===== src/rtl/lpp_pkg.sv =====
// Package for the scanner packet parser with point table.
// Holds shared constants, the table entry layout and the parser-to-table job types.
// No dependencies.
package lpp_pkg;

    // Default table depth, in degrees.
    localparam int NUM_POINTS_DEF = 360;

    // Stream framing bytes.
    localparam logic [7:0] SYNC_BYTE  = 8'hFA;
    localparam logic [7:0] INDEX_LOW  = 8'hA0;
    localparam logic [7:0] INDEX_HIGH = 8'hF9;

    // Byte positions inside the 20-byte packet body.
    localparam logic [4:0] BODY_READ_FIRST = 5'd2;
    localparam logic [4:0] BODY_CKS_LOW    = 5'd18;
    localparam logic [4:0] BODY_CKS_HIGH   = 5'd19;

    // Reading byte flags.
    localparam int BAD_BIT  = 7;
    localparam int WARN_BIT = 6;

    // Register reset value.
    localparam logic [7:0] STALE_LIMIT_RST = 8'd2;

    // One table entry: 48 bits.
    typedef struct packed {
        logic [13:0] distance;
        logic [15:0] qual;
        logic [15:0] rev;
        logic        valid;
        logic        warn;
    } entry_t;

    // A finished packet handed from the parser to the table engine.
    typedef struct packed {
        logic [6:0]       pidx;
        logic [15:0][7:0] bytes;
        logic             err;
        logic [15:0]      rev;
    } job_t;

    // Table engine status seen by the parser.
    typedef struct packed {
        logic busy;
        logic clearing;
    } status_t;

    // One emitted point.
    typedef struct packed {
        logic [8:0] angle;
        entry_t     entry;
        logic       err;
        logic       last;
    } result_t;

endpackage


===== src/rtl/lpp_parser.sv =====
// Byte-level packet parser: sync hunt, index check, reading capture and checksum.
// Depends on lpp_pkg; hands finished packets to lpp_table as a job_t.
module lpp_parser
    import lpp_pkg::*;
(
    input  logic        clk,
    input  logic        rst_n,
    input  logic        in_valid,
    output logic        in_ready,
    input  logic [7:0]  rx_byte,
    input  logic [15:0] revolution,
    input  status_t     status,
    output logic        job_load,
    output job_t        job
);

    typedef enum logic [1:0] {
        PH_HUNT,
        PH_INDEX,
        PH_BODY
    } phase_t;

    phase_t           phase_reg, phase_next;
    logic [4:0]       count_reg, count_next;
    logic [6:0]       pidx_reg, pidx_next;
    logic [7:0]       low_reg, low_next;
    logic [7:0]       cks_low_reg, cks_low_next;
    logic [31:0]      acc_reg, acc_next;
    logic [15:0][7:0] bytes_reg, bytes_next;

    logic        in_fire;
    logic        at_end;
    logic [17:0] fold_sum;
    logic [15:0] fold;

    // The last body byte needs a free job slot in the table engine.
    assign at_end   = (phase_reg == PH_BODY) && (count_reg == BODY_CKS_HIGH);
    assign in_ready = !status.clearing && !(at_end && status.busy);
    assign in_fire  = in_valid && in_ready;

    // Checksum fold: low 15 bits plus the upper part, masked to 15 bits.
    assign fold_sum = {3'b000, acc_reg[14:0]} + {1'b0, acc_reg[31:15]};
    assign fold     = {1'b0, fold_sum[14:0]};

    assign job_load  = in_fire && at_end;
    assign job.pidx  = pidx_reg;
    assign job.bytes = bytes_reg;
    assign job.err   = fold != {rx_byte, cks_low_reg};
    assign job.rev   = revolution;

    // Next-state logic of the parser.
    always_comb
    begin
        phase_next   = phase_reg;
        count_next   = count_reg;
        pidx_next    = pidx_reg;
        low_next     = low_reg;
        cks_low_next = cks_low_reg;
        acc_next     = acc_reg;
        bytes_next   = bytes_reg;
        if (in_fire)
        begin
            case (phase_reg)
                PH_HUNT:
                begin
                    if (rx_byte == SYNC_BYTE)
                        phase_next = PH_INDEX;
                end
                PH_INDEX:
                begin
                    if (rx_byte >= INDEX_LOW && rx_byte <= INDEX_HIGH)
                    begin
                        pidx_next  = 7'(rx_byte - INDEX_LOW);
                        acc_next   = {16'h0000, rx_byte, SYNC_BYTE};
                        count_next = 5'd0;
                        phase_next = PH_BODY;
                    end
                    else if (rx_byte != SYNC_BYTE)
                    begin
                        phase_next = PH_HUNT;
                    end
                end
                PH_BODY:
                begin
                    if (count_reg < BODY_CKS_LOW)
                    begin
                        if (count_reg >= BODY_READ_FIRST)
                            bytes_next = {rx_byte, bytes_reg[15:1]};
                        if (!count_reg[0])
                            low_next = rx_byte;
                        else
                            acc_next = {acc_reg[30:0], 1'b0} + {16'h0000, rx_byte, low_reg};
                        count_next = count_reg + 5'd1;
                    end
                    else if (count_reg == BODY_CKS_LOW)
                    begin
                        cks_low_next = rx_byte;
                        count_next   = count_reg + 5'd1;
                    end
                    else
                    begin
                        count_next = 5'd0;
                        phase_next = PH_HUNT;
                    end
                end
                default:
                begin
                    phase_next = PH_HUNT;
                end
            endcase
        end
    end

    // Parser state registers.
    always_ff @(posedge clk or negedge rst_n)
    begin
        if (!rst_n)
        begin
            phase_reg   <= PH_HUNT;
            count_reg   <= 5'd0;
            pidx_reg    <= 7'd0;
            low_reg     <= 8'd0;
            cks_low_reg <= 8'd0;
            acc_reg     <= 32'd0;
        end
        else
        begin
            phase_reg   <= phase_next;
            count_reg   <= count_next;
            pidx_reg    <= pidx_next;
            low_reg     <= low_next;
            cks_low_reg <= cks_low_next;
            acc_reg     <= acc_next;
        end
    end

    // Reading bytes shift line; written before it is read.
    always_ff @(posedge clk)
    begin
        bytes_reg <= bytes_next;
    end

endmodule


===== config.mk =====
export PLATFORM = sky130hd
export DESIGN_NAME = lpp_parser
export DESIGN_NICKNAME = d
export VERILOG_FILES = /design/src/rtl/lpp_pkg.sv /design/src/rtl/lpp_parser.sv
export SDC_FILE = /design/constraint.sdc
export NUM_CORES = 1
export LEC_CHECK = 0
export ABC_AREA = 0
export BUFFER_PORTS_ARGS = -buffer_cell sky130_fd_sc_hd__buf_2
export CAP_MARGIN = 20
export CORE_MARGIN = 4
export CORE_UTILIZATION = 49
export DETAILED_ROUTE_END_ITERATION = 8
export PLACE_DENSITY = 0.82
export SYNTH_ARGS = -nofsm -noshare
export SYNTH_HDL_FRONTEND = slang
export SYNTH_SLANG_ARGS = --single-unit

===== constraint.sdc =====
create_clock -name clk -period 11.3 [get_ports clk]
set_input_delay 1.13 -clock clk [delete_from_list [all_inputs] [get_ports clk]]
set_output_delay 1.13 -clock clk [all_outputs]
set_load 0.02 [all_outputs]

Word level (Yosys, flattened, before mapping)
Index checks and enable logic that the tools add are counted.

Bitwise logic cells: 2. Muxes and demuxes: 14. $lt $le $gt $ge: 4. Add/subtract/negate cells: 4. Equal/unequal tests: 14. Reductions and logical operators: 17.

Operators by type and width (number): $mux W30 (3); $pmux W30 S2 (1); $add A30 B16 Y30 (1); $ne A15 B16 Y1 (1); $add A15 B15 Y15 (1); $mux W5 (3); $reduce_and A4 Y1 (3); $eq A5 B5 Y1 const B (2); $mux W2 (5); $ne A2 B2 Y1 const B (5); $pmux W5 S2 (1); $reduce_and A5 Y1 (2); $eq A8 B8 Y1 const B (1); $ge A8 B8 Y1 const B (1); $le A8 B8 Y1 const B (1); $ne A8 B8 Y1 const B (1); $sub A7 B6 Y7 const B (1); $logic_and A1 B1 Y1 (6); $pmux W2 S3 (1); $reduce_and A3 Y1 (2); $add A5 B1 Y5 const B (1); $ge A5 B2 Y1 const B (1); $lt A5 B5 Y1 const B (1); $ne A3 B3 Y1 const B (1); 7 further kinds (9).

Register bits: 188. Word-level logic and storage cells: 77. Output and inout port bits: 154. Input port bits: 29.

Longest topological paths before layout
Gate-level depths: netlist of the first run.

Word-level depth: 7. Depth in mapped cells: 10. Mapped depth without buffers: 10.

Worst setup path before layout of the first run
Ideal clock, no wire load.

Path kind: input to register. Start: in status[1] in the netlist's numbering. End: reg bytes_reg, in the netlist job[100] (enable). Cell stages on the path: 5. Arrival: 11.306 ns. Path slack: -0.804 ns. Buffers on the path: 0. Path through: and2_1 > a41oi_4 > and2_1 > nand2_1 > nor3b_1.

Cells in the longest elaborated chain, start to end: 5.

RTL lines: start: declaration (RTL line lpp_parser.sv:12) `input status_t status,`; $logic_and A1 B1 Y1 (RTL line lpp_parser.sv:38) `assign in_ready = !status.clearing && !(at_end && status.busy);`; $logic_not A1 Y1 (RTL line lpp_parser.sv:38); $logic_and A1 B1 Y1 (RTL line lpp_parser.sv:38); net in_ready (RTL line lpp_parser.sv:9) `output logic in_ready,`; $logic_and A1 B1 Y1 (RTL line lpp_parser.sv:39) `assign in_fire = in_valid && in_ready;`; $reduce_and A4 Y1 (no source line); end signal: assignment (RTL line lpp_parser.sv:140) `bytes_reg <= bytes_next;`; end: declaration (RTL line lpp_parser.sv:29) `logic [15:0][7:0] bytes_reg, bytes_next;`.

The timed path passes the listed nets, and every way through them passes these cells. A chain may end at the register's enable or synchronous reset.

==> results.txt, run 1 <==
1st-iter DRT viols: 405
Post-cts hold buffer count: 0
Dpl cells: 986
Post-synthesis mux area share: 0.0389
Non-Filler Instances: 1018
Internal power: 1.15 mW
#FFs+latches synth: 188
Critical path capture point type: output pin
Final Util: 0.583
# clock sinks: 188
Clk_skew: 0.00615 ns
Total Nets Final: 842
CTS Buf Count: 17
Slew margin rel.: 0.359
Min Tclk post-route: 4.51 ns
Setup violators final: 0
RSZ-0062 raised after global routing: false
Mean post-synth cell area: 13.4 um2
Synth Net Count: 700
Die width: 140 um
Number of post-CTS setup repair buffers: 0
Max reg flops: 128
CTS tree: yes
Final period utilization: 0.399
Slew @ Worst Pin: 0.956 ns
Clock share of power: 0.384
Yosys warns: 0
Pre-CTS WS: 7.09 ns
Sequential share of power: 0.488
Clock Path Buffers: 2
CP Data Required Time: 10.17 ns
Pwr dens: 157 mW/mm2
Crit Path Max Fanout: 6
Final WL: 19400 um
Dpl hpwl: 13800 um
Clock-pin slew on the worst setup and hold paths: 0.07 ns
Vias/cell: 5.58
Arrival @ worst endpoint: 3.38 ns
Worst vdd ir: 0.000109 V
Layout cells sized above 1: 0.286
Sequential area share after synthesis: 0.624
XOR/XNOR Fraction of Synth Area: 0.0449
Post-synth design cell area: 0.00856 mm2
P&R area growth vs syn: 17.4%
Final setup margin: 6.79 ns
Sw frac: 0.270
Residual antenna-violating net count after detailed routing: 0
Switching power total: 0.425 mW
Max frequency: 222 MHz
Mapped Cells: 638
Post-synth top area share: 0.449
Compound-gate portion of the synthesized area: 0.118
GRT Total Usage: 0.193
Yosys cell types: 79
Simple-Gate Fraction of Synth Area: 0.0943
Hold Crit Class: flop to flop
Status: complete, no violations
Largest net degree at the start of global routing: 69
H-tree Lvls: 4
Diode count: 0
Gpl congestion: 0.920
Largest family of logic cells by synthesized area: compound AO/OA/AOI/OAI gates
CTS resizes: 0
Startpoint types: flop
Boundary Pins: 183
Slew Limit Fails: 0
Number of synthesized flops with an enable pin: 128
Design area: 0.0100 mm2
Total Power: 1.57 mW
FP Rows: 48
Min Hold Slack: 0.441 ns
Initial Util: 0.497
Leakage: 4.23 nW
Logic pwr share: 0.128
Die ar.: 0.0197 mm2
Gr ovfl total: 0
Cell accounting for the most synthesized area: edfxtp_1
Core footprint: 0.0172 mm2
Hold Fails Final Rpt: 0
Total of max-cap violations: 0
First-pass GRT wire length: 29800 um
Clk_lat worst skew: 0.42 ns
Vias in the first global route: 5326
Initial antenna violation count: 0
Adder-cell share of the synthesized area: 0.0500
Count of input and output buffers: 150
Top cells by area, synth: edfxtp_1 (45%), dfrtp_1 (18%), ha_1 (4.5%)
CTS root buffer: clkbuf_16
Detailed Routing Iterations Pass 1: 7
Setup TNS: 0 ns
Setup CP Type: flop to output pin
Setup slack, reg-to-reg: 7.80 ns
Post-synthesis async set-or-reset flop share: 0.319
Routed len/inst: 19.1 um
Placed Area: 0.00943 mm2
DRC viols: 0
Dominant synthesized flop cell: edfxtp_1
DR vias: 5682
DIE HEIGHT: 140 um
-- routing by layer --
metal	vias up	track usage	share of wire
met5	-	0.00501	0
met4	0	0.0515	0.015
met3	23	0.0522	0.074
met2	218	0.321	0.48
met1	2752	0.251	0.43
li1	2689	-	-
-- Yosys cell counts, types with 3 or more instances --
cell type  instances
o21ai_0           27
dfrtp_1           60
inv_1             13
mux2_2            16
mux2i_1            7
nor3_1            10
a21oi_1           36
ha_1              31
mux2_1             6
xor2_1            20
a21o_1             9
nand4_1            6
buf_4             17
a211oi_1           9
a32oi_1            3
o211ai_1           7
nor4_1             4
edfxtp_1         128
nand2b_1           4
and3_1            10
o31ai_1            4
clkbuf_1           5
nand3_1           14
o21a_1             5
and4_1             3
xnor2_1           21
nand2_1           49
and2_1             6
nor2_1            33
buf_2              7
o21ai_1            4
a31oi_1            7
-- critical path: stages, from the launching register on --
cell and delay (ns):
dfrtp_1 0.47, ha_1 0.27, fa_1 0.42, a21o_2 0.24, a2111o_1 0.41, o31a_1 0.32, mux2_4 0.21, mux2i_1 0.06
nor4_1 0.20, nand4_1 0.16, buf_2 0.19
-- power groups by stage --
stage	logic, mW	clock network, mW	registers, mW
finish	0.201	0.605	0.768
floorplan	0.157	0	0.778
detailed placement	0.198	0	0.781
CTS	0.200	0.618	0.767
global route	0.221	0.652	0.770
global placement	0.193	0	0.781
-- path summary, 6_finish.rpt --
| kind | to | cells after the start | startpoint |
|---|---|---|---|
| min in group asynchronous | cks_low_reg[0] | 2 | rst_n |
| worst min-delay path | job[90] | 0 | job[98] |
| worst min register to register | job[90] | 0 | job[98] |
| worst max-delay path | job[16] | 10 | acc_reg[15] |
| max in group asynchronous | pidx_reg[4] | 2 | rst_n |
| worst max register to register | job[105] | 8 | count_reg[1] |
-- kinds of logic (layout without fill, tap and decap cells) --
family	after synthesis	after routing
buffers and inverters	44	199
muxes	30	30
AOI/OAI and AO/OA	144	144
adders and majority gates	33	33
xor gates and xnor gates	42	42
DFF	188	188
and+or+nand+nor	157	157
-- cell usage in the layout (no fill, tap or decap), types with 10 or more instances in the layout --
cell type,netlist,final
xnor2_1,21,21
edfxtp_1,128,128
buf_2,7,150
and3_1,10,10
ha_1,31,31
nand3_1,14,14
xor2_1,20,20
clkbuf_16,0,17
dfrtp_1,60,60
mux2_2,16,16
nand2_1,49,49
inv_1,13,13
a21oi_1,36,36
nor2_1,33,33
nor3_1,10,10
o21ai_0,27,27
-- cell type report --
class                      instances  area (um2)
clock buffer                      17         425
clock inverter                    15         193
fill                            1394        7190
inverter                          13        48.8
multi-input combinational        406        2980
sequential                       188        5350
tap                              225         282
timing repair buffer             154         781
No activity file was read; power rests on OpenSTA's default activity.
==> inputs of run 2 (changes only) <==
--- a/config.mk
+++ b/config.mk
@@ -9,9 +9,9 @@
 export BUFFER_PORTS_ARGS = -buffer_cell sky130_fd_sc_hd__buf_2
 export CAP_MARGIN = 20
 export CORE_MARGIN = 4
-export CORE_UTILIZATION = 49
+export CORE_UTILIZATION = 55
 export DETAILED_ROUTE_END_ITERATION = 8
-export PLACE_DENSITY = 0.82
+export PLACE_DENSITY = 0.86
 export SYNTH_ARGS = -nofsm -noshare
 export SYNTH_HDL_FRONTEND = slang
 export SYNTH_SLANG_ARGS = --single-unit
==> constraint.sdc (replaced) <==
create_clock -name clk -period 4.4 [get_ports clk]
set_input_delay 0.44 -clock clk [delete_from_list [all_inputs] [get_ports clk]]
set_output_delay 0.44 -clock clk [all_outputs]
set_load 0.02 [all_outputs]
==> results.txt, run 2 (same netlist as run 1, synthesis figures left out) <==
CP Data Required Time: 3.96 ns (-6.21 ns)
Clock Path Buffers: 2 (unchanged)
Setup violators final: 0 (unchanged)
Clk_skew: 0.00753 ns (+0.00138 ns)
Vias in the first global route: 5501 (+3.3%)
Worst path slowest cell: dfrtp_1
Final Util: 0.654 (+0.0714)
Post-cts hold buffer count: 0 (unchanged)
Non-Filler Instances: 979 (-3.8%)
Design area: 0.00995 mm2 (-1.0%)
Most frequent cells in the layout: buf_2 (150), edfxtp_1 (128), dfrtp_1 (60)
Total Nets Final: 841 (-0.12%)
Clk_lat worst skew: 0.42 ns (about the same)
Initial antenna violation count: 0 (unchanged)
RSZ-0062 raised after global routing: false
Residual antenna-violating net count after detailed routing: 0 (unchanged)
Internal power: 2.90 mW (+150%)
Slew margin rel.: 0.353 (-0.00552)
Dpl cells: 948 (-3.9%)
H-tree Lvls: 4 (unchanged)
Sw frac: 0.255 (-0.0155)
Worst vdd ir: 0.000288 V (+160%)
Switching power total: 0.991 mW (+130%)
Count of input and output buffers: 150 (unchanged)
Final period utilization: 0.848
DIE HEIGHT: 133 um (-5.3%)
Pwr dens: 391 mW/mm2 (+150%)
Max frequency: 268 MHz
Die ar.: 0.0176 mm2 (-10%)
Leakage: 4.21 nW (-0.57%)
Gr ovfl total: 0 (unchanged)
Core footprint: 0.0152 mm2 (-12%)
CTS Buf Count: 17 (unchanged)
Crit path from: acc_reg[15]
Commonest non-fill, non-tap cell in the layout: buf_2
Setup TNS: 0 ns (unchanged)
Placed Area: 0.00941 mm2 (-0.28%)
Vias/cell: 5.93 (+6.3%)
Initial Util: 0.563 (+0.0665)
Arrival @ worst endpoint: 3.29 ns (-0.09 ns)
Total Power: 3.89 mW (+150%)
Detailed Routing Iterations Pass 1: 5 (-2)
Gpl congestion: 0.915 (-0.57%)
Setup CP Type: flop to output pin
CTS resizes: 0 (unchanged)
Routed len/inst: 19.3 um (+1.5%)
GRT Total Usage: 0.218 (+0.0250)
Largest net degree at the start of global routing: 129 (+87%)
Dpl hpwl: 13600 um (-1.7%)
Sequential share of power: 0.505 (+0.017)
Hold Crit Class: primary input to asynchronous set/reset pin
Max reg flops: 128 (unchanged)
Hold Fails Final Rpt: 0 (unchanged)
CTS root buffer: clkbuf_16
Status: complete, no violations
Slew @ Worst Pin: 0.965 ns (+0.00824 ns)
Crit Path Max Fanout: 6 (unchanged)
Fillers: 1128 (-19%)
DRC viols: 0 (unchanged)
CP cell instances: ha_1 -> fa_1 -> a21o_2 -> a2111o_1 -> o31a_1 -> mux2_4 -> mux2i_1 -> nor4_1 -> nand4_1 -> buf_2
P&R area growth vs syn: 16.2%
Total of max-cap violations: 0 (unchanged)
Diode count: 0 (unchanged)
Clock share of power: 0.362 (-0.022)
DR vias: 5808 (+2.2%)
Layout cells sized above 1: 0.287 (+0.000724)
CTS tree: yes
Clock-pin slew on the worst setup and hold paths: 0.07 ns (about the same)
Slew Limit Fails: 0 (unchanged)
Boundary Pins: 183 (unchanged)
FP Rows: 45 (-6.3%)
Die width: 133 um (-5.3%)
Min Tclk post-route: 3.73 ns
Number of post-CTS setup repair buffers: 0 (unchanged)
CP bufs+invs: 1 (unchanged)
1st-iter DRT viols: 578 (+43%)
# clock sinks: 188 (unchanged)
FF-to-FF Start: acc_reg[0]
Critical path capture point type: output pin
CP top delay family: compound AO/OA/AOI/OAI gates
Largest stage delay on the critical path: 0.45 ns (-0.02 ns)
Final WL: 18900 um (-2.4%)
First-pass GRT wire length: 30100 um (+0.88%)
Startpoint types: flop
Logic pwr share: 0.133 (+0.005)
run 2: final timing paths:
kind	cells after the start	slack, ns	endpoint
hold / removal	1	0.07	acc_reg[28]
setup reg to reg	10	1.65	acc_reg[21]
hold reg to reg	0	0.44	job[101]
min in group clk	3	0.39	count_reg[1]
max in group asynchronous	2	3.42	acc_reg[4]
setup / recovery	10	0.67	job[16]
run 2: stage by stage:
stage          setup slack (ns)  hold slack (ns)
2_1_floorplan            -0.766            0.144
3_3_place_gp               1.17            0.422
3_5_place_dp               1.14            0.426
4_1_cts                   0.667           0.0776
5_1_grt                   0.520            0.105
6_report                  0.669           0.0711
run 2: metal layers:
layer / GRT usage / share of wire / vias to the layer above
met1: 0.286 / 0.41 / 2831
met4: 0.0803 / 0.024 / 0
met2: 0.354 / 0.48 / 262
li1: - / - / 2672
met3: 0.0555 / 0.082 / 43
met5: 0 / 0 / -
run 2: final cells by class:
type	count	area, um2	area share
Sequential cell	188	5350	0.537
Clock buffer	17	425	0.0428
Multi-Input combinational cell	406	2990	0.301
Clock inverter	14	118	0.0118
Inverter	13	48.8	0.00491
Tap cell	188	235	0.0236
Timing Repair Buffer	153	786	0.0790
run 2: power groups by stage:
stage	Clock, mW	Sequential, mW	Combinational (mW)
2_1_floorplan	0	2.00	0.403
3_3_place_gp	0	2.00	0.497
3_5_place_dp	0	2.00	0.507
4_1_cts	1.44	1.97	0.512
5_1_grt	1.52	1.97	0.574
6_report	1.41	1.97	0.518
